**src/design/hea_pkg.sv**
```systemverilog
// ============================================================================
// hea_pkg
// Shared types, constants and fixed-point helpers for the Hubbard energy
// accumulator: command word layout, sequencer states and saturating math.
// ============================================================================
package hea_pkg;

  // Lattice size and input value width
  localparam int MAX_SITES  = 16;
  localparam int VALUE_BITS = 32;

  // Fixed-point formats: inputs Q8.24, sums Q24.40
  localparam int DATA_W       = 32;
  localparam int ACC_W        = 64;
  localparam int FRAC_BITS    = 24;
  localparam int PROD_SHIFT   = 8;
  localparam int WEIGHT_SHIFT = 16;
  localparam int MUL_W        = DATA_W + 1;
  localparam int PROD_W       = 2 * MUL_W;
  localparam int WIDE_W       = PROD_W + DATA_W;

  // Index and store geometry
  localparam int DIM        = 2 * MAX_SITES;
  localparam int HOP_DEPTH  = DIM * DIM;
  localparam int HOP_AW     = (HOP_DEPTH > 1) ? $clog2(HOP_DEPTH) : 1;
  localparam int SITE_AW    = (MAX_SITES > 1) ? $clog2(MAX_SITES) : 1;
  localparam int PART_AW    = SITE_AW + 2;
  localparam int PART_DEPTH = 1 << PART_AW;
  localparam int SITE_W     = 5 * DATA_W;

  // Command queue between front and back
  localparam int Q_DEPTH = 2;
  localparam int Q_AW    = 1;

  // Opcodes
  localparam logic [2:0] OP_LOAD_HOP  = 3'd0;
  localparam logic [2:0] OP_LOAD_SITE = 3'd1;
  localparam logic [2:0] OP_GREEN     = 3'd2;
  localparam logic [2:0] OP_FINISH    = 3'd3;
  localparam logic [2:0] OP_CLEAR     = 3'd4;

  // Partial slots of a site: up-up, down-down, up-down, down-up
  localparam logic [1:0] SLOT_UU = 2'd0;
  localparam logic [1:0] SLOT_DD = 2'd1;
  localparam logic [1:0] SLOT_UD = 2'd2;
  localparam logic [1:0] SLOT_DU = 2'd3;

  localparam logic signed [ACC_W-1:0] ACC_MAX = {1'b0, {(ACC_W-1){1'b1}}};
  localparam logic signed [ACC_W-1:0] ACC_MIN = {1'b1, {(ACC_W-1){1'b0}}};
  localparam logic signed [DATA_W-1:0] DATA_MAX = {1'b0, {(DATA_W-1){1'b1}}};
  localparam logic signed [DATA_W-1:0] DATA_MIN = {1'b1, {(DATA_W-1){1'b0}}};

  typedef enum logic [2:0] {
    CMD_NOP,
    CMD_HOP,
    CMD_SITE,
    CMD_GREEN,
    CMD_FINISH,
    CMD_CLEAR
  } cmd_kind_t;

  // Classified word handed from front to back
  typedef struct packed {
    cmd_kind_t                kind;
    logic [HOP_AW-1:0]        hop_addr;
    logic [SITE_AW-1:0]       site;
    logic [1:0]               slot;
    logic                     local_hit;
    logic signed [DATA_W-1:0] value_re;
    logic signed [DATA_W-1:0] value_im;
    logic signed [DATA_W-1:0] onsite_u;
    logic signed [DATA_W-1:0] chem_pot;
    logic signed [DATA_W-1:0] field_x;
    logic signed [DATA_W-1:0] field_y;
    logic signed [DATA_W-1:0] field_z;
  } cmd_t;

  typedef enum logic [4:0] {
    ST_IDLE,
    ST_EXEC,
    ST_G_READ,
    ST_G_KIN,
    ST_G_KACC,
    ST_G_LACC,
    ST_G_PSAT,
    ST_G_U,
    ST_G_IACC,
    ST_F_H1,
    ST_F_H2,
    ST_F_LO,
    ST_F_HI,
    ST_F_COMB,
    ST_F_RI,
    ST_F_ACC,
    ST_F_W,
    ST_DONE
  } state_t;

  // Sign-extend the low VALUE_BITS of a field
  function automatic logic signed [DATA_W-1:0] sx(input logic [DATA_W-1:0] v);
    logic [DATA_W-1:0] t;
    t = v << (DATA_W - VALUE_BITS);
    return $signed(t) >>> (DATA_W - VALUE_BITS);
  endfunction

  function automatic logic signed [ACC_W-1:0] sat_add(input logic signed [ACC_W-1:0] a,
                                                      input logic signed [ACC_W-1:0] b);
    logic signed [ACC_W:0] s;
    s = {a[ACC_W-1], a} + {b[ACC_W-1], b};
    if (s[ACC_W] != s[ACC_W-1]) return s[ACC_W] ? ACC_MIN : ACC_MAX;
    return s[ACC_W-1:0];
  endfunction

  function automatic logic signed [ACC_W-1:0] sat_sub(input logic signed [ACC_W-1:0] a,
                                                      input logic signed [ACC_W-1:0] b);
    logic signed [ACC_W:0] s;
    s = {a[ACC_W-1], a} - {b[ACC_W-1], b};
    if (s[ACC_W] != s[ACC_W-1]) return s[ACC_W] ? ACC_MIN : ACC_MAX;
    return s[ACC_W-1:0];
  endfunction

  function automatic logic signed [DATA_W-1:0] sat32(input logic signed [PROD_W-1:0] v);
    logic [PROD_W-DATA_W:0] top;
    top = v[PROD_W-1:DATA_W-1];
    if ((&top) || !(|top)) return v[DATA_W-1:0];
    return v[PROD_W-1] ? DATA_MIN : DATA_MAX;
  endfunction

  // Join high and low partial products, floor by FRAC_BITS, saturate
  function automatic logic signed [ACC_W-1:0] sat_scale(input logic signed [PROD_W-1:0] hi,
                                                        input logic signed [PROD_W-1:0] lo);
    logic signed [WIDE_W-1:0]           full;
    logic signed [WIDE_W-FRAC_BITS-1:0] v;
    logic [WIDE_W-FRAC_BITS-ACC_W:0]    top;
    full = $signed({hi, {DATA_W{1'b0}}}) + WIDE_W'(lo);
    v    = full[WIDE_W-1:FRAC_BITS];
    top  = v[WIDE_W-FRAC_BITS-1:ACC_W-1];
    if ((&top) || !(|top)) return v[ACC_W-1:0];
    return v[WIDE_W-FRAC_BITS-1] ? ACC_MIN : ACC_MAX;
  endfunction

endpackage

```
**src/design/hea_front.sv**
```systemverilog
// ============================================================================
// hea_front
// Accepts input words and the size register, checks index ranges and sorts
// each word into a command for the back end.
// ============================================================================
module hea_front (
  input  logic                clk,
  input  logic                rst,
  input  logic                cfg_valid,
  output logic                cfg_ready,
  input  logic [4:0]          cfg_data,
  input  logic                in_valid,
  output logic                in_ready,
  input  logic [2:0]          opcode,
  input  logic [4:0]          row,
  input  logic [4:0]          col,
  input  logic signed [31:0]  value_re,
  input  logic signed [31:0]  value_im,
  input  logic signed [31:0]  onsite_u,
  input  logic signed [31:0]  chem_pot,
  input  logic signed [31:0]  field_x,
  input  logic signed [31:0]  field_y,
  input  logic signed [31:0]  field_z,
  input  logic                q_full,
  output logic                q_push,
  output hea_pkg::cmd_t       q_cmd
);

  logic [4:0] sites_in_use;
  logic [5:0] l_cnt;
  logic [6:0] l7;
  logic [6:0] two_l;
  logic [6:0] r7;
  logic [6:0] c7;
  logic       hop_ok;
  logic       site_ok;
  logic       green_ok;

  assign cfg_ready = 1'b1;
  assign in_ready  = !q_full;
  assign q_push    = in_valid && !q_full;

  // Size register
  always_ff @(posedge clk) begin
    if (rst) begin
      sites_in_use <= 5'd16;
    end else if (cfg_valid) begin
      sites_in_use <= cfg_data;
    end
  end

  // Clamp lattice size and form range checks
  always_comb begin
    if (sites_in_use == 5'd0) begin
      l_cnt = 6'd1;
    end else if (32'(sites_in_use) > hea_pkg::MAX_SITES) begin
      l_cnt = 6'(hea_pkg::MAX_SITES);
    end else begin
      l_cnt = {1'b0, sites_in_use};
    end
    l7       = {1'b0, l_cnt};
    two_l    = {l_cnt, 1'b0};
    r7       = {2'b00, row};
    c7       = {2'b00, col};
    hop_ok   = (32'(row) < hea_pkg::DIM) && (32'(col) < hea_pkg::DIM);
    site_ok  = 32'(row) < hea_pkg::MAX_SITES;
    green_ok = (r7 < two_l) && (c7 < two_l);
  end

  // Classify the word
  always_comb begin
    q_cmd           = '0;
    q_cmd.hop_addr  = hea_pkg::HOP_AW'(32'(row) * hea_pkg::DIM + 32'(col));
    q_cmd.site      = hea_pkg::SITE_AW'(row);
    q_cmd.value_re  = hea_pkg::sx(value_re);
    q_cmd.value_im  = hea_pkg::sx(value_im);
    q_cmd.onsite_u  = hea_pkg::sx(onsite_u);
    q_cmd.chem_pot  = hea_pkg::sx(chem_pot);
    q_cmd.field_x   = hea_pkg::sx(field_x);
    q_cmd.field_y   = hea_pkg::sx(field_y);
    q_cmd.field_z   = hea_pkg::sx(field_z);
    q_cmd.kind      = hea_pkg::CMD_NOP;
    case (opcode)
      hea_pkg::OP_LOAD_HOP: begin
        if (hop_ok) q_cmd.kind = hea_pkg::CMD_HOP;
      end
      hea_pkg::OP_LOAD_SITE: begin
        if (site_ok) q_cmd.kind = hea_pkg::CMD_SITE;
      end
      hea_pkg::OP_GREEN: begin
        if (green_ok) q_cmd.kind = hea_pkg::CMD_GREEN;
        // Diagonal and spin-flip elements feed the local and pair terms
        if (r7 == c7) begin
          q_cmd.local_hit = 1'b1;
          if (r7 < l7) begin
            q_cmd.site = hea_pkg::SITE_AW'(r7);
            q_cmd.slot = hea_pkg::SLOT_UU;
          end else begin
            q_cmd.site = hea_pkg::SITE_AW'(r7 - l7);
            q_cmd.slot = hea_pkg::SLOT_DD;
          end
        end else if (c7 == r7 + l7) begin
          q_cmd.local_hit = 1'b1;
          q_cmd.site      = hea_pkg::SITE_AW'(r7);
          q_cmd.slot      = hea_pkg::SLOT_UD;
        end else if (r7 == c7 + l7) begin
          q_cmd.local_hit = 1'b1;
          q_cmd.site      = hea_pkg::SITE_AW'(c7);
          q_cmd.slot      = hea_pkg::SLOT_DU;
        end
      end
      hea_pkg::OP_FINISH: q_cmd.kind = hea_pkg::CMD_FINISH;
      hea_pkg::OP_CLEAR:  q_cmd.kind = hea_pkg::CMD_CLEAR;
      default:            q_cmd.kind = hea_pkg::CMD_NOP;
    endcase
  end

endmodule

```
**config.mk**
```make
export PLATFORM = sky130hd
export DESIGN_NAME = hea_front
export DESIGN_NICKNAME = d
export VERILOG_FILES = /design/src/design/hea_pkg.sv /design/src/design/hea_front.sv
export SDC_FILE = /design/constraint.sdc
export NUM_CORES = 1
export LEC_CHECK = 0
export BUFFER_PORTS_ARGS = -buffer_cell sky130_fd_sc_hd__buf_2
export CAP_MARGIN = 25
export CORE_AREA = 2 2 191 193
export CTS_BUF_LIST = sky130_fd_sc_hd__clkbuf_2
export DETAILED_ROUTE_END_ITERATION = 10
export DIE_AREA = 0 0 193 195
export HOLD_SLACK_MARGIN = 0.03
export PLACE_DENSITY_LB_ADDON = 0.2
export SLEW_MARGIN = 15
export SYNTH_ARGS = -nofsm -noshare
export SYNTH_HDL_FRONTEND = slang
export SYNTH_SLANG_ARGS = --single-unit
```
**constraint.sdc**
```tcl
create_clock -name clk -period 9.8 [get_ports clk]
set_input_delay 2.94 -clock clk [delete_from_list [all_inputs] [get_ports clk]]
set_output_delay 2.94 -clock clk [all_outputs]
set_load 0.01 [all_outputs]
```
* Word-level counts from Yosys, hierarchy flattened
Index checks and enable logic that the tools add are counted.
** Storage, ports and cells
- Bits of input ports :: 247
- Logic and storage cells :: 32
- Bits in registers :: 5
** Cells by class
- Eq/ne operators :: 7
- $lt $le $gt $ge :: 5
- Mux-type cells :: 10
- Add/sub/neg operators :: 4
- Reduce and logical (&&, ||, !) cells :: 5
** Operators by type and width (count)
- 7-bit two-way mux :: 4
- 3-bit one-hot mux with 5 select lines :: 1
- 5-bit by 7-bit less-than comparator with 1-bit output :: 2
- 5-bit by 5-bit adder with 6-bit output :: 2
- 10-bit by 5-bit adder with 10-bit output :: 1
- 5-bit two-way mux :: 2
- 5-bit by 7-bit equality test with 1-bit output :: 1
- 3-bit by 2-bit equality test with 1-bit output, second input constant :: 2
- 5-bit by 6-bit equality test with 1-bit output :: 1
- 6-bit two-way mux :: 1
- 5-bit equality test :: 1
- 5-bit > comparator, second input constant :: 1
- 5-bit logical NOT :: 1
- 5-bit less-than comparator :: 1
- 5-bit less-than comparator, second input constant :: 1
- 2-bit two-way mux :: 2
- 4-bit subtractor :: 1
- 3-bit by 1-bit equality test with 1-bit output, second input constant :: 1
- 3-bit equality test, second input constant :: 1
- 3-bit logical NOT :: 1
- 1-bit logical AND :: 2
- 1-bit logical NOT :: 1

* Longest topological paths before layout
- Word-level depth :: 9
- Gate-level depth with buffers :: 12

* Worst setup path before layout
OpenSTA, ideal clock, no wires.
- Path kind :: input to output
- Start :: input row[0]
- End :: output q_cmd[227] (netlist name)
- Path slack :: 1.730 ns
- Path buffers :: 0
- Stages on the path :: 9
- Arrival :: 5.130 ns
- Path through :: ha_1 -> inv_1 -> fa_1 -> or3_1 -> and4_1 -> o211ai_2 -> a211oi_2 -> or3_4 -> a311oi_1
** RTL lines
- start: declaration :: RTL line hea_front.sv:15 : input logic [4:0] row,
- end: declaration :: RTL line hea_front.sv:26 : output hea_pkg::cmd_t q_cmd

==> flow_summary.json <==
{
  "area.growth.synth_to_final_pct": -30.9,
  "avgRoutedWirePerCell_um": 16.3,
  "synth.yosys.seq_area_share": 0.0325,
  "postSynth.topFlopCell": "sky130_fd_sc_hd__dfxtp_1",
  "cts_buffers": 3,
  "timing.clock.skew_ns": 0,
  "powerDensity_nw_per_um2": 51.5,
  "floorplan.die_area_um2": 37600,
  "required_ns": 6.86,
  "worst-r2r-cell-count": 2,
  "static_leakage_nw": 0.770,
  "syn_nets": 672,
  "peakVddDrop_v": 0.0000439,
  "hold_ws_ns": 0.516,
  "track_usage": 0.0551,
  "outcome": "completed",
  "fmax_mhz": 118,
  "post_cts.repair.setup_buffers": 0,
  "drc_errors": 0,
  "rows": 69,
  "initial_utilization": 0.0869,
  "fp.dieW_um": 193,
  "netlist_area_um2": 3080,
  "final_hold_violation_count": 0,
  "placedInstanceArea_um2": 2110,
  "finalSetupViolCount": 0,
  "synthArstFlopShare": 0,
  "dr.first_iter.drc_count": 51,
  "postSynthAreaPerCell_um2": 7.67,
  "gp_congestion": 0.676,
  "slew_headroom": 0.475,
  "critPathKind": "in2out",
  "synthDistinctLibCells": 52,
  "timing.final.max_slew_violations": 0,
  "routed-via-count": 1741,
  "drt.antenna.violating_nets": 0,
  "clock_tree_from_tritoncts": "done",
  "critical_path.startpoint_type": "primary input",
  "cell_internal_pwr_mw": 0.0588,
  "clock_latency_ns": 0.21,
  "place_hpwl_mm": 9.32,
  "post_cts.resized_instances": 0,
  "biggestRegsByFlops": "sites_in_use: 5 flops",
  "synth_enable_flop_cells": 0,
  "largest_register_ffs": 5,
  "num_antenna_cells": 0,
  "worst-endpoint-arrival_ns": 5.54,
  "setup-tns-final_ns": 0,
  "drt-vias-per-instance": 2.58,
  "clk_pin_slew_ns": 0.06,
  "crit_fanout": 5,
  "layout_worst_path_cycle_share": 0.865,
  "first_global_vias": 1945,
  "final_critical_path_time_including_i_o_delays_and_setup_ns": 8.48,
  "area_inside_the_core_boundary_um2": 35400,
  "die_y_um": 195,
  "rsz0062_at_grt": "no",
  "worstHoldPathCells": 2,
  "finalPower_mw": 0.110,
  "drv_cap": 0,
  "grt.overflow.total": 0,
  "setup.worst_path.end_class": "primary output",
  "io_pins": 494,
  "share_comb_of_total_power": 0.609,
  "first_pass_iters": 4,
  "final.setup.worst_slack_ns": 1.32,
  "hold_buffers": 0,
  "share_seq_of_total_power": 0.214,
  "wire_length_of_the_first_global_routing_pass_mm": 14.5,
  "clkPwrFrac": 0.177,
  "wl_final_mm": 11.0,
  "cts_sinks": 5,
  "num-fill-cells": 4215,
  "cts_buffer_depth": 2,
  "final_area_um2": 2130,
  "largest_register": "sites_in_use",
  "grt_antenna_before_repair": 1,
  "cts_root_buffer": "sky130_fd_sc_hd__clkbuf_2",
  "tightestPinTransition_ns": 0.781,
  "fin_nets": 485,
  "dpl_worst_slack_ns": 1.29,
  "hp-class": "reg2reg",
  "power_switching_share": 0.463,
  "switchingPower_mw": 0.0508,
  "yosys_register_bits": 5,
  "io_buffers": 44,
  "post_route_cells_drive_above_1_share": 0.272,
  "postSynthCellCount": 401,
  "ys.warnings.count": 0,
  "grt_max_degree": 11,
  "cts_htree_levels": 1
}
==> power groups by stage <==
| stage | combinational (mW) | sequential [mW] | clock [mW] |
|---|---|---|---|
| global placement | 0.0703 | 0.0243 | 0 |
| finish | 0.0667 | 0.0235 | 0.0194 |
| global route | 0.0762 | 0.0238 | 0.0226 |
| floorplan | 0.137 | 0.0227 | 0 |
| detailed placement | 0.0692 | 0.0243 | 0 |
| CTS | 0.0694 | 0.0238 | 0.0203 |
==> path summary, 6_finish.rpt <==
| kind | from | to | slack, ns |
|---|---|---|---|
| max | row[0] | q_cmd[228] | 1.32 |
| min | sites_in_use[0] | sites_in_use[0] | 0.52 |
| max reg2reg | sites_in_use[4] | sites_in_use[4] | 8.71 |
| min reg2reg | sites_in_use[0] | sites_in_use[0] | 0.52 |
==> layer usage <==
metal,track usage,up-vias,routed length [um]
met3,0.0406,112,1970
met5,0.0106,-,49
met1,0.0437,734,3010
li1,-,705,-
met4,0.0564,2,1230
met2,0.0836,188,4700
==> logic make-up after synthesis <==
family,Yosys count,share of synthesized area
multiplexers,4,0.0130
flip-flops,5,0.0325
buffers and inverters,253,0.595
XOR/XNOR,17,0.0484
other,1,0.00122
AND/OR/NAND/NOR,53,0.0968
AO/OA/AOI/OAI,44,0.108
adder cells (fa/ha/maj),24,0.105
==> per-stage QoR <==
stage,utilization,cells
3_5_place_dp,0.0595,670
4_1_cts,0.0601,674
2_1_floorplan,-,401
6_report,0.0601,674
5_1_grt,0.0601,674
3_3_place_gp,0.0595,670
==> worst max-delay path: stages <==
cell,delay (ns)
sky130_fd_sc_hd__buf_2,0.14
sky130_fd_sc_hd__ha_1,0.22
sky130_fd_sc_hd__inv_1,0.08
sky130_fd_sc_hd__fa_1,0.43
sky130_fd_sc_hd__xnor2_1,0.15
sky130_fd_sc_hd__a2111oi_1,0.42
sky130_fd_sc_hd__o211ai_2,0.17
sky130_fd_sc_hd__a211oi_2,0.40
sky130_fd_sc_hd__nor4_1,0.10
sky130_fd_sc_hd__a311oi_1,0.28
sky130_fd_sc_hd__buf_2,0.20
==> synthesized netlist by cell type, types with 3 or more instances <==
| library cell | n | area, um^2 |
|---|---|---|
| sky130_fd_sc_hd__fa_1 | 3 | 60.1 |
| sky130_fd_sc_hd__a21oi_1 | 7 | 35.0 |
| sky130_fd_sc_hd__dfxtp_1 | 5 | 100 |
| sky130_fd_sc_hd__ha_1 | 21 | 263 |
| sky130_fd_sc_hd__inv_1 | 17 | 63.8 |
| sky130_fd_sc_hd__nand2b_1 | 4 | 25.0 |
| sky130_fd_sc_hd__buf_4 | 235 | 1760 |
| sky130_fd_sc_hd__mux2i_1 | 4 | 40.0 |
| sky130_fd_sc_hd__xnor2_1 | 8 | 70.1 |
| sky130_fd_sc_hd__nor2_1 | 15 | 56.3 |
| sky130_fd_sc_hd__o21ai_0 | 8 | 40.0 |
| sky130_fd_sc_hd__nor4_1 | 4 | 25.0 |
| sky130_fd_sc_hd__xor2_1 | 9 | 78.8 |
| sky130_fd_sc_hd__nand2_1 | 9 | 33.8 |
| sky130_fd_sc_hd__a31oi_1 | 3 | 18.8 |
| sky130_fd_sc_hd__a311oi_1 | 3 | 26.3 |
| sky130_fd_sc_hd__nor2b_1 | 3 | 18.8 |
==> placed cells by master, fill, tap and decap left out, types with 2 or more instances in the layout <==
cell | Yosys | layout
sky130_fd_sc_hd__a211o_1 | 2 | 2
sky130_fd_sc_hd__a211oi_1 | 2 | 2
sky130_fd_sc_hd__a211oi_2 | 2 | 2
sky130_fd_sc_hd__a21oi_1 | 7 | 7
sky130_fd_sc_hd__a311oi_1 | 3 | 3
sky130_fd_sc_hd__a31oi_1 | 3 | 3
sky130_fd_sc_hd__and4_1 | 2 | 2
sky130_fd_sc_hd__buf_2 | 0 | 44
sky130_fd_sc_hd__clkbuf_2 | 0 | 4
sky130_fd_sc_hd__dfxtp_1 | 5 | 5
sky130_fd_sc_hd__fa_1 | 3 | 3
sky130_fd_sc_hd__ha_1 | 21 | 21
sky130_fd_sc_hd__inv_1 | 17 | 17
sky130_fd_sc_hd__mux2i_1 | 4 | 4
sky130_fd_sc_hd__nand2_1 | 9 | 9
sky130_fd_sc_hd__nand2b_1 | 4 | 4
sky130_fd_sc_hd__nand3_1 | 2 | 2
sky130_fd_sc_hd__nor2_1 | 15 | 15
sky130_fd_sc_hd__nor2b_1 | 3 | 3
sky130_fd_sc_hd__nor3_1 | 2 | 2
sky130_fd_sc_hd__nor4_1 | 4 | 4
sky130_fd_sc_hd__o211ai_1 | 2 | 2
sky130_fd_sc_hd__o21a_1 | 2 | 2
sky130_fd_sc_hd__o21ai_0 | 8 | 8
sky130_fd_sc_hd__xnor2_1 | 8 | 8
sky130_fd_sc_hd__xor2_1 | 9 | 9
==> final cells by class <==
cell class,instances,area (um^2),share of cell area
sequential,5,100,0.0471
clock buffer,4,20.0,0.00942
multi-input combinational,143,1140,0.539
inverter,17,63.8,0.0300
timing repair buffer,44,220,0.104
tap,461,577,0.271
No activity file was read; power rests on OpenSTA's default activity.
