<file path="src/design/hea_pkg.sv">
// ============================================================================
// hea_pkg
// Shared types, constants and fixed-point helpers for the Hubbard energy
// accumulator: command word layout, sequencer states and saturating math.
// ============================================================================
package hea_pkg;

  // Lattice size and input value width
  localparam int MAX_SITES  = 16;
  localparam int VALUE_BITS = 32;

  // Fixed-point formats: inputs Q8.24, sums Q24.40
  localparam int DATA_W       = 32;
  localparam int ACC_W        = 64;
  localparam int FRAC_BITS    = 24;
  localparam int PROD_SHIFT   = 8;
  localparam int WEIGHT_SHIFT = 16;
  localparam int MUL_W        = DATA_W + 1;
  localparam int PROD_W       = 2 * MUL_W;
  localparam int WIDE_W       = PROD_W + DATA_W;

  // Index and store geometry
  localparam int DIM        = 2 * MAX_SITES;
  localparam int HOP_DEPTH  = DIM * DIM;
  localparam int HOP_AW     = (HOP_DEPTH > 1) ? $clog2(HOP_DEPTH) : 1;
  localparam int SITE_AW    = (MAX_SITES > 1) ? $clog2(MAX_SITES) : 1;
  localparam int PART_AW    = SITE_AW + 2;
  localparam int PART_DEPTH = 1 << PART_AW;
  localparam int SITE_W     = 5 * DATA_W;

  // Command queue between front and back
  localparam int Q_DEPTH = 2;
  localparam int Q_AW    = 1;

  // Opcodes
  localparam logic [2:0] OP_LOAD_HOP  = 3'd0;
  localparam logic [2:0] OP_LOAD_SITE = 3'd1;
  localparam logic [2:0] OP_GREEN     = 3'd2;
  localparam logic [2:0] OP_FINISH    = 3'd3;
  localparam logic [2:0] OP_CLEAR     = 3'd4;

  // Partial slots of a site: up-up, down-down, up-down, down-up
  localparam logic [1:0] SLOT_UU = 2'd0;
  localparam logic [1:0] SLOT_DD = 2'd1;
  localparam logic [1:0] SLOT_UD = 2'd2;
  localparam logic [1:0] SLOT_DU = 2'd3;

  localparam logic signed [ACC_W-1:0] ACC_MAX = {1'b0, {(ACC_W-1){1'b1}}};
  localparam logic signed [ACC_W-1:0] ACC_MIN = {1'b1, {(ACC_W-1){1'b0}}};
  localparam logic signed [DATA_W-1:0] DATA_MAX = {1'b0, {(DATA_W-1){1'b1}}};
  localparam logic signed [DATA_W-1:0] DATA_MIN = {1'b1, {(DATA_W-1){1'b0}}};

  typedef enum logic [2:0] {
    CMD_NOP,
    CMD_HOP,
    CMD_SITE,
    CMD_GREEN,
    CMD_FINISH,
    CMD_CLEAR
  } cmd_kind_t;

  // Classified word handed from front to back
  typedef struct packed {
    cmd_kind_t                kind;
    logic [HOP_AW-1:0]        hop_addr;
    logic [SITE_AW-1:0]       site;
    logic [1:0]               slot;
    logic                     local_hit;
    logic signed [DATA_W-1:0] value_re;
    logic signed [DATA_W-1:0] value_im;
    logic signed [DATA_W-1:0] onsite_u;
    logic signed [DATA_W-1:0] chem_pot;
    logic signed [DATA_W-1:0] field_x;
    logic signed [DATA_W-1:0] field_y;
    logic signed [DATA_W-1:0] field_z;
  } cmd_t;

  typedef enum logic [4:0] {
    ST_IDLE,
    ST_EXEC,
    ST_G_READ,
    ST_G_KIN,
    ST_G_KACC,
    ST_G_LACC,
    ST_G_PSAT,
    ST_G_U,
    ST_G_IACC,
    ST_F_H1,
    ST_F_H2,
    ST_F_LO,
    ST_F_HI,
    ST_F_COMB,
    ST_F_RI,
    ST_F_ACC,
    ST_F_W,
    ST_DONE
  } state_t;

  // Sign-extend the low VALUE_BITS of a field
  function automatic logic signed [DATA_W-1:0] sx(input logic [DATA_W-1:0] v);
    logic [DATA_W-1:0] t;
    t = v << (DATA_W - VALUE_BITS);
    return $signed(t) >>> (DATA_W - VALUE_BITS);
  endfunction

  function automatic logic signed [ACC_W-1:0] sat_add(input logic signed [ACC_W-1:0] a,
                                                      input logic signed [ACC_W-1:0] b);
    logic signed [ACC_W:0] s;
    s = {a[ACC_W-1], a} + {b[ACC_W-1], b};
    if (s[ACC_W] != s[ACC_W-1]) return s[ACC_W] ? ACC_MIN : ACC_MAX;
    return s[ACC_W-1:0];
  endfunction

  function automatic logic signed [ACC_W-1:0] sat_sub(input logic signed [ACC_W-1:0] a,
                                                      input logic signed [ACC_W-1:0] b);
    logic signed [ACC_W:0] s;
    s = {a[ACC_W-1], a} - {b[ACC_W-1], b};
    if (s[ACC_W] != s[ACC_W-1]) return s[ACC_W] ? ACC_MIN : ACC_MAX;
    return s[ACC_W-1:0];
  endfunction

  function automatic logic signed [DATA_W-1:0] sat32(input logic signed [PROD_W-1:0] v);
    logic [PROD_W-DATA_W:0] top;
    top = v[PROD_W-1:DATA_W-1];
    if ((&top) || !(|top)) return v[DATA_W-1:0];
    return v[PROD_W-1] ? DATA_MIN : DATA_MAX;
  endfunction

  // Join high and low partial products, floor by FRAC_BITS, saturate
  function automatic logic signed [ACC_W-1:0] sat_scale(input logic signed [PROD_W-1:0] hi,
                                                        input logic signed [PROD_W-1:0] lo);
    logic signed [WIDE_W-1:0]           full;
    logic signed [WIDE_W-FRAC_BITS-1:0] v;
    logic [WIDE_W-FRAC_BITS-ACC_W:0]    top;
    full = $signed({hi, {DATA_W{1'b0}}}) + WIDE_W'(lo);
    v    = full[WIDE_W-1:FRAC_BITS];
    top  = v[WIDE_W-FRAC_BITS-1:ACC_W-1];
    if ((&top) || !(|top)) return v[ACC_W-1:0];
    return v[WIDE_W-FRAC_BITS-1] ? ACC_MIN : ACC_MAX;
  endfunction

endpackage

</file>
<file path="src/design/hea_fifo.sv">
// ============================================================================
// hea_fifo
// Short command queue that lets the front and back ends stall on their own.
// ============================================================================
module hea_fifo (
  input  logic          clk,
  input  logic          rst,
  input  logic          push,
  input  hea_pkg::cmd_t din,
  output logic          full,
  input  logic          pop,
  output logic          valid,
  output hea_pkg::cmd_t dout
);

  hea_pkg::cmd_t               mem [hea_pkg::Q_DEPTH];
  logic [hea_pkg::Q_AW-1:0]    wr_ptr;
  logic [hea_pkg::Q_AW-1:0]    rd_ptr;
  logic [hea_pkg::Q_AW:0]      count;

  assign full  = count == (hea_pkg::Q_AW+1)'(hea_pkg::Q_DEPTH);
  assign valid = count != '0;
  assign dout  = mem[rd_ptr];

  // Store pushed words
  always_ff @(posedge clk) begin
    if (push) begin
      mem[wr_ptr] <= din;
    end
  end

  // Advance pointers and occupancy
  always_ff @(posedge clk) begin
    if (rst) begin
      wr_ptr <= '0;
      rd_ptr <= '0;
      count  <= '0;
    end else begin
      if (push) wr_ptr <= wr_ptr + 1'b1;
      if (pop)  rd_ptr <= rd_ptr + 1'b1;
      if (push && !pop) begin
        count <= count + 1'b1;
      end else if (pop && !push) begin
        count <= count - 1'b1;
      end
    end
  end

endmodule

</file>
<file path="config.mk">
export PLATFORM = sky130hd
export DESIGN_NAME = hea_fifo
export DESIGN_NICKNAME = d
export VERILOG_FILES = /design/src/design/hea_pkg.sv /design/src/design/hea_fifo.sv
export SDC_FILE = /design/constraint.sdc
export NUM_CORES = 1
export LEC_CHECK = 0
export ABC_AREA = 1
export BUFFER_PORTS_ARGS = -buffer_cell sky130_fd_sc_hd__buf_2
export CORE_AREA = 2 2 238 181
export DETAILED_ROUTE_END_ITERATION = 7
export DIE_AREA = 0 0 240 183
export PLACE_DENSITY = 0.72
export SYNTH_ARGS = -nofsm -noshare
export SYNTH_HDL_FRONTEND = slang
export SYNTH_SLANG_ARGS = --single-unit
export TNS_END_PERCENT = 20
</file>
<file path="constraint.sdc">
create_clock -name clk -period 11.36 [get_ports clk]
set_clock_uncertainty 0.1 [all_clocks]
set_input_delay 0.568 -clock clk [delete_from_list [all_inputs] [get_ports clk]]
set_output_delay 0.568 -clock clk [all_outputs]
set_load 0.02 [all_outputs]
</file>
* Word-level counts from Yosys, hierarchy flattened
Memories as Yosys holds them, arrays and structs flattened. A register that Yosys moved wholly into a read port is not among the register bits.
Index checks and enable logic that the tools add are counted.
** Word-level totals
- Flip-flop bits (word level) :: 4
- Memory bits (writable) :: 488
- Input port bits :: 248
- Output and inout bits :: 246
- Word-level logic and storage cells :: 21
- Memories :: 1
** Memory list
- mem :: depth 2, bits a word 244, rd ports 1, clocked after Yosys merged registers in 1, wr ports 1, line hea_fifo.sv:16 : hea_pkg::cmd_t mem [hea_pkg::Q_DEPTH];
** Cells by class
- $add $sub $neg :: 4
- Eq/ne operators :: 1
- Muxes and demuxes :: 6
- Reductions and logical operators :: 6
** Operator list (number)
- 1-bit two-way mux :: 4
- 2-bit two-way mux :: 2
- 2-bit nonzero test :: 2
- 1-bit adder (second input constant) :: 2
- 2-bit by 1-bit adder with 2-bit output (second input constant) :: 1
- 2-bit equality test (second input constant) :: 1
- 1-bit logical AND :: 2
- 1-bit logical NOT :: 2
- 2-bit by 1-bit subtractor with 2-bit output (second input constant) :: 1

* Logic depth before layout (Yosys ltp)
Gate-level depths: netlist of the first run.
- Depth in word-level cells :: 4
- Depth in mapped cells :: 8
- Depth with buffers taken out :: 8

* Least setup slack after synthesis of the first run
Ideal clock, no wire load.
- Path type :: input port to flip-flop
- Start :: input push
- End :: memory mem[0][0] (netlist name), enable pin
- Library setup time :: 0.860 ns
- Data arrival time :: 10.801 ns
- Data required time :: 10.400 ns
- Setup slack :: -0.401 ns
- Cell stages on the path :: 2
- Buffers on the path :: 0
- Cell sequence :: inv_1 > nor2_1
** Between the ends
- Longest elaborated chain between the ends :: 2
** Ends and longest elaborated chain
- start, declared :: line hea_fifo.sv:8 : input logic push,
- 1-bit two-way mux :: line hea_fifo.sv:27 : if (push) begin
- 1-bit two-way mux (implied by the code) :: line hea_fifo.sv:28 : mem[wr_ptr] <= din;
- end, declared :: line hea_fifo.sv:16
No other way between the ends.

==> qor.txt, run 1 <==
Status: complete, no violations
Fillers: 3255
Layout area overhead: 25.08%
CP Max Fanout: 70
Slew margin rel.: 29.85%
Via/cell ratio: 4.785
Placer Congestion: 0.7424
Worst skew pair latency: 0.56 ns
Routed length on met3: 2788 um
Dpl hpwl: 25660 um
Nets@finish: 1565
Core Box Area: 0.04164 sq mm
Die height: 183 um
Via count: 9212
Die Width: 240 um
Area of the mapped netlist: 0.01848 sq mm
Critical path endpoint category: primary output
Yosys cell types: 16
Worst path required time: 10.69 ns
Syn Area/Cell: 23.34 sq um
Critical path destination: dout[47]
Fmax: 254.7 MHz
# IOs: 494
Tot GR Track Use: 16.70%
Setup TNS: 0 ns
CTS Buf Count: 48
R2R Setup Slk: 8.00 ns
Clk root buf: clkbuf_16
Met1 Wirelength: 15310 um
Pwr Total: 4.288 mW
Starting density of the core: 44.39%
Placed Area: 0.02150 sq mm
Pleak: 8.987 nW
Reg clk slew, reported paths: 0.06 ns
Cts repair resizes: 0
TritonRoute pass-1 iters: 4
DRC viols: 0
Port Buffers: 493
Layout Utilization: 55.52%
Total power per unit cell area: 185.5 mW/mm^2
Routed WL per cell: 19.97 um
Row count: 65
R2R cell count: 4
Slew Limit Fails: 0
Largest net degree at the start of global routing: 120
Final hold violations: 0
Met2 wire len: 19400 um
Worst Hold Class: in2reg
RR Startpoint: wr_ptr$_SDFFE_PP0P_
Hold-fix buffers at CTS: 0
Post-CTS Repair Setup Buffers: 0
Post-place setup slack: 7.589 ns
Post-synthesis sequential area ratio: 79.83%
GR Overflow Total: 0
Number of setup violations in the final report: 0
TritonCTS clock tree: built
Die area: 0.04392 sq mm
Initial DRC Count: 492
Yosys warns: 0
Most common cell after layout, fill and taps aside: buf_2
Syn nets: 1041
Vias in the first global route: 9568
Design Area, Final: 0.02312 sq mm
H-Tree Depth: 2
Min Tclk post-route: 3.926 ns
RSZ-0062 raised after global routing: false
Final period util: 34.56%
Post-synthesis cell count: 792
Most frequent cells in the layout: buf_2 (493), edfxtp_1 (488), mux2_4 (160), mux2_2 (84), clkbuf_16 (49)
Drt total wl: 38440 um
Final worst slack: 7.434 ns
Global-route wire length before repair: 55590 um
Initial antenna violation count: 9
Critical path type: reg2out
Max-capacitance violation count: 0
Crit path arrival time: 3.26 ns
Clock sinks: 493
Hold Slack: 0.09188 ns
R2r endpoint: mem[1][179]$_DFFE_PP_
Worst Setup Start Kind: register
Flops & latches, synth: 493
DRT antenna net count: 0
Ratio of cells with drive above 1 in the final layout: 60.43%
Uppermost routed layer: met5
Worst Tran Pin Value: 1.052 ns
Finished Layout Cells: 1925
Peak VDD IR: 0.1370 mV
DP Cell Count: 1835
Max clock buf depth: 3
==> power by group <==
part | total (mW) | internal [mW] | switching [mW]
sequential | 2.14 | 2.11 | 0.0323
combinational | 0.518 | 0.223 | 0.295
clock | 1.63 | 0.969 | 0.659
==> cell families after synthesis <==
kind of cell,synth area share [%]
compound gates,0.05410
xor+xnor,0.04740
fa+ha+maj,0.06768
buf+inv,1.557
flops,79.83
mux,18.12
simple gates,0.3317
==> worst min-delay path by stage <==
stage / start / endpoint / depth (start not counted)
2_1_floorplan: rd_ptr$_SDFFE_PP0P_ / register / 2
3_3_place_gp: rd_ptr$_SDFFE_PP0P_ / register / 2
3_5_place_dp: rd_ptr$_SDFFE_PP0P_ / register / 2
4_1_cts: din[139] / mem[0][139]$_DFFE_PP_ / 1
5_1_grt: din[114] / mem[0][114]$_DFFE_PP_ / 1
6_report: din[114] / mem[1][114]$_DFFE_PP_ / 1
==> Yosys cell counts <==
master / instances / share of area [%]
buf_2: 8 / 0.22
o21ai_0: 1 / 0.027
nor3_1: 1 / 0.027
nand3_1: 1 / 0.027
inv_1: 9 / 0.18
xnor2_1: 1 / 0.047
buf_6: 19 / 1.2
a21oi_1: 1 / 0.027
mux2_4: 160 / 13
edfxtp_1: 488 / 79
nand4_1: 1 / 0.034
nand2_1: 6 / 0.12
nor2_1: 6 / 0.12
ha_1: 1 / 0.068
mux2_2: 84 / 5.1
dfxtp_1: 5 / 0.54
==> sequential cells by signal, indices dropped and copies added, names as in the netlist, named ones only <==
register and count:
rd_ptr 1, wr_ptr 1, count 2, mem 488
==> layer usage <==
layer	track usage [%]	up-vias
li1	-	4213
met1	20.19	4608
met2	28.87	311
met3	5.102	72
met4	4.919	8
met5	0	-
==> layout make-up <==
type                    instances  area (sq um)  area share, %
diodes                          4         10.01        0.04330
clock buffers                  55          1249          5.401
clock inverters                31         360.3          1.559
inverters                       9         41.29         0.1786
multi-input cells             263          3448          14.92
flip-flops and latches        493         14760          63.84
well taps                     569         711.9          3.080
repair buffers                501          2540          10.99
==> critical path: stages (launching register included) <==
cell and delay (ns):
dfxtp_4 1.02, buf_4 0.96, mux2_2 0.44, buf_2 0.17
Note: power is estimated with default switching activity, not from simulation.
==> inputs of run 2 (changes only) <==
==> constraint.sdc (replaced) <==
create_clock -name clk -period 3.5 [get_ports clk]
set_clock_uncertainty 0.1 [all_clocks]
set_input_delay 0.175 -clock clk [delete_from_list [all_inputs] [get_ports clk]]
set_output_delay 0.175 -clock clk [all_outputs]
set_load 0.02 [all_outputs]
==> qor.txt, run 2 (synthesis results as in run 1) <==
Drt total wl: 42090 um (was 38440 um)
Design Area, Final: 0.02562 sq mm (was 0.02312 sq mm)
Critical path type: reg2out (unchanged)
Critical path destination: dout[21] (was dout[47])
Worst Setup Start Kind: register (unchanged)
Placer Congestion: 0.7397 (was 0.7424)
RR Startpoint: wr_ptr$_SDFFE_PP0P_ (unchanged)
Worst-path cell chain: buf_12 > buf_4 > mux2_2 > buf_2 (was buf_4 > mux2_2 > buf_2)
RSZ-0062 raised after global routing: false (unchanged)
Top reg by flops: mem (unchanged)
Fmax: 387.5 MHz
Slew Limit Fails: 0 (unchanged)
Crit path max-delay family: buffers and inverters (unchanged)
H-Tree Depth: 2 (unchanged)
Pwr Total: 13.84 mW (was 4.288 mW)
Largest net degree at the start of global routing: 146 (was 120)
Tot GR Track Use: 18.60% (was 16.70%)
Dpl hpwl: 26000 um (was 25660 um)
Global-route wire length before repair: 62450 um (was 55590 um)
Die area: 0.04392 sq mm (unchanged)
CP peak stage delay: 0.59 ns (was 1.02 ns)
Clock sinks: 493 (unchanged)
R2R cell count: 4 (unchanged)
Nets@finish: 1822 (was 1565)
Row count: 65 (unchanged)
Starting density of the core: 44.39% (unchanged)
CP Max Fanout: 26 (was 70)
Die height: 183 um (unchanged)
Worst path required time: 3.22 ns (was 10.69 ns)
Max clock buf depth: 3 (unchanged)
Instance count on the critical path: 4 (was 3)
Initial antenna violation count: 1 (was 9)
R2R Setup Slk: 1.17 ns (was 8.00 ns)
Ratio of cells with drive above 1 in the final layout: 51.43% (was 60.43%)
Min Tclk post-route: 2.581 ns
Final period util: 73.74%
Most common cell after layout, fill and taps aside: buf_2 (unchanged)
Worst Hold Class: in2reg (unchanged)
Reg clk slew, reported paths: 0.07 ns (was 0.06 ns)
Slew margin rel.: 30.77% (was 29.85%)
Worst skew pair latency: 0.56 ns (about the same)
GR Overflow Total: 0 (unchanged)
Routed WL per cell: 19.34 um (was 19.97 um)
Most frequent cells in the layout: buf_2 (493), edfxtp_1 (488), dlygate4sd3_1 (248), mux2_4 (160), mux2_2 (84) (was buf_2 (493), edfxtp_1 (488), mux2_4 (160), mux2_2 (84), clkbuf_16 (49))
Worst Tran Pin Value: 1.038 ns (was 1.052 ns)
DRC viols: 0 (unchanged)
# IOs: 494 (unchanged)
Status: complete, no violations (unchanged)
Initial DRC Count: 600 (was 492)
DRT antenna net count: 0 (unchanged)
Setup TNS: 0 ns (unchanged)
Via count: 10280 (was 9212)
Core Box Area: 0.04164 sq mm (unchanged)
TritonRoute pass-1 iters: 4 (unchanged)
Cts repair resizes: 0 (unchanged)
Die Width: 240 um (unchanged)
Slowest library cell on the worst path: dfxtp_4 (unchanged)
CTS Buf Count: 47 (was 48)
Final hold violations: 0 (unchanged)
Port Buffers: 493 (unchanged)
Vias in the first global route: 11270 (was 9568)
Clk root buf: clkbuf_16 (unchanged)
Via/cell ratio: 4.726 (was 4.785)
Critical path endpoint category: primary output (unchanged)
R2r endpoint: mem[1][215]$_DFFE_PP_ (was mem[1][179]$_DFFE_PP_)
Max-capacitance violation count: 0 (unchanged)
Peak VDD IR: 0.4713 mV (was 0.1370 mV)
Placed Area: 0.02165 sq mm (was 0.02150 sq mm)
Number of setup violations in the final report: 0 (unchanged)
Buf/Inv on CP: 3 (was 2)
Crit path arrival time: 2.31 ns (was 3.26 ns)
Pleak: 10.03 nW (was 8.987 nW)
Regs by FF count: mem (488), count (2) (unchanged)
Total power per unit cell area: 540.5 mW/mm^2 (was 185.5 mW/mm^2)
Largest register FFs: 488 (unchanged)
Layout area overhead: 38.59% (was 25.08%)
TritonCTS clock tree: built (unchanged)
run 2: report_power, final:
part / switching (mW) / leakage (nW) / internal [mW] / total (mW)
sequential: 0.0887 / 4.62 / 6.85 / 6.93
combinational: 1.05 / 4.69 / 0.924 / 1.97
clock: 2.12 / 0.722 / 2.82 / 4.94
total: 3.26 / 10.0 / 10.6 / 13.8
run 2: through the flow:
stage / hold WS [ns] / instances / utilization [%] / setup slack (ns)
finish: 0.2334 / 2176 / 61.52 / 0.9192
detailed placement: 0.2657 / 1845 / 51.99 / 1.204
floorplan: 0.1468 / 792 / - / -1.044
global route: 0.2149 / 2176 / 61.52 / 0.8045
global placement: 0.2618 / 1845 / 51.99 / 1.210
CTS: 0.1958 / 2175 / 61.51 / 0.8569
run 2: how the worst min path moves through the flow:
stage / start / end / slack [ns] / cells past startpoint
final: din[225] / mem[1][225]$_DFFE_PP_ / 0.23 / 2
after global routing: din[32] / mem[0][32]$_DFFE_PP_ / 0.21 / 2
after CTS: din[18] / mem[0][18]$_DFFE_PP_ / 0.20 / 2
after detailed placement: din[236] / mem[0][236]$_DFFE_PP_ / 0.27 / 1
after global placement: din[57] / mem[1][57]$_DFFE_PP_ / 0.26 / 1
after floorplan: rst / wr_ptr$_SDFFE_PP0P_ / 0.15 / 1
run 2: what timing repair did:
| action | 4_1_cts | 5_1_grt |
|---|---|---|
| hold endpoints to repair | 493 | 0 |
| buffers inserted | 0 | 0 |
| hold buffers | 248 | 0 |
run 2: routing by layer:
metal	wire (um)	global-route usage (%)	vias to the layer above	share of wire (%)
li1	-	-	4717	-
met1	16000	21.06	5128	38
met2	22240	34.38	361	53
met3	2893	4.997	77	6.9
met4	961	5.317	0	2.3
met5	0	0	-	0
run 2: final cells by class:
| cell class | count | area (sq um) |
|---|---|---|
| Antenna cell | 1 | 2.502 |
| Multi-Input combinational cell | 263 | 3451 |
| Timing Repair Buffer | 759 | 5172 |
| Sequential cell | 493 | 14760 |
| Inverter | 9 | 37.54 |
| Clock inverter | 23 | 239.0 |
| Clock buffer | 59 | 1242 |
| Tap cell | 569 | 711.9 |
| Fill cell | 2947 | 16020 |
run 2: worst register-to-register path, cell delays in order (launching register included):
cell        delay [ns]
dfxtp_2           0.37
nand2_2           0.08
clkinvlp_4        0.09
buf_4             0.58
buf_4             0.69
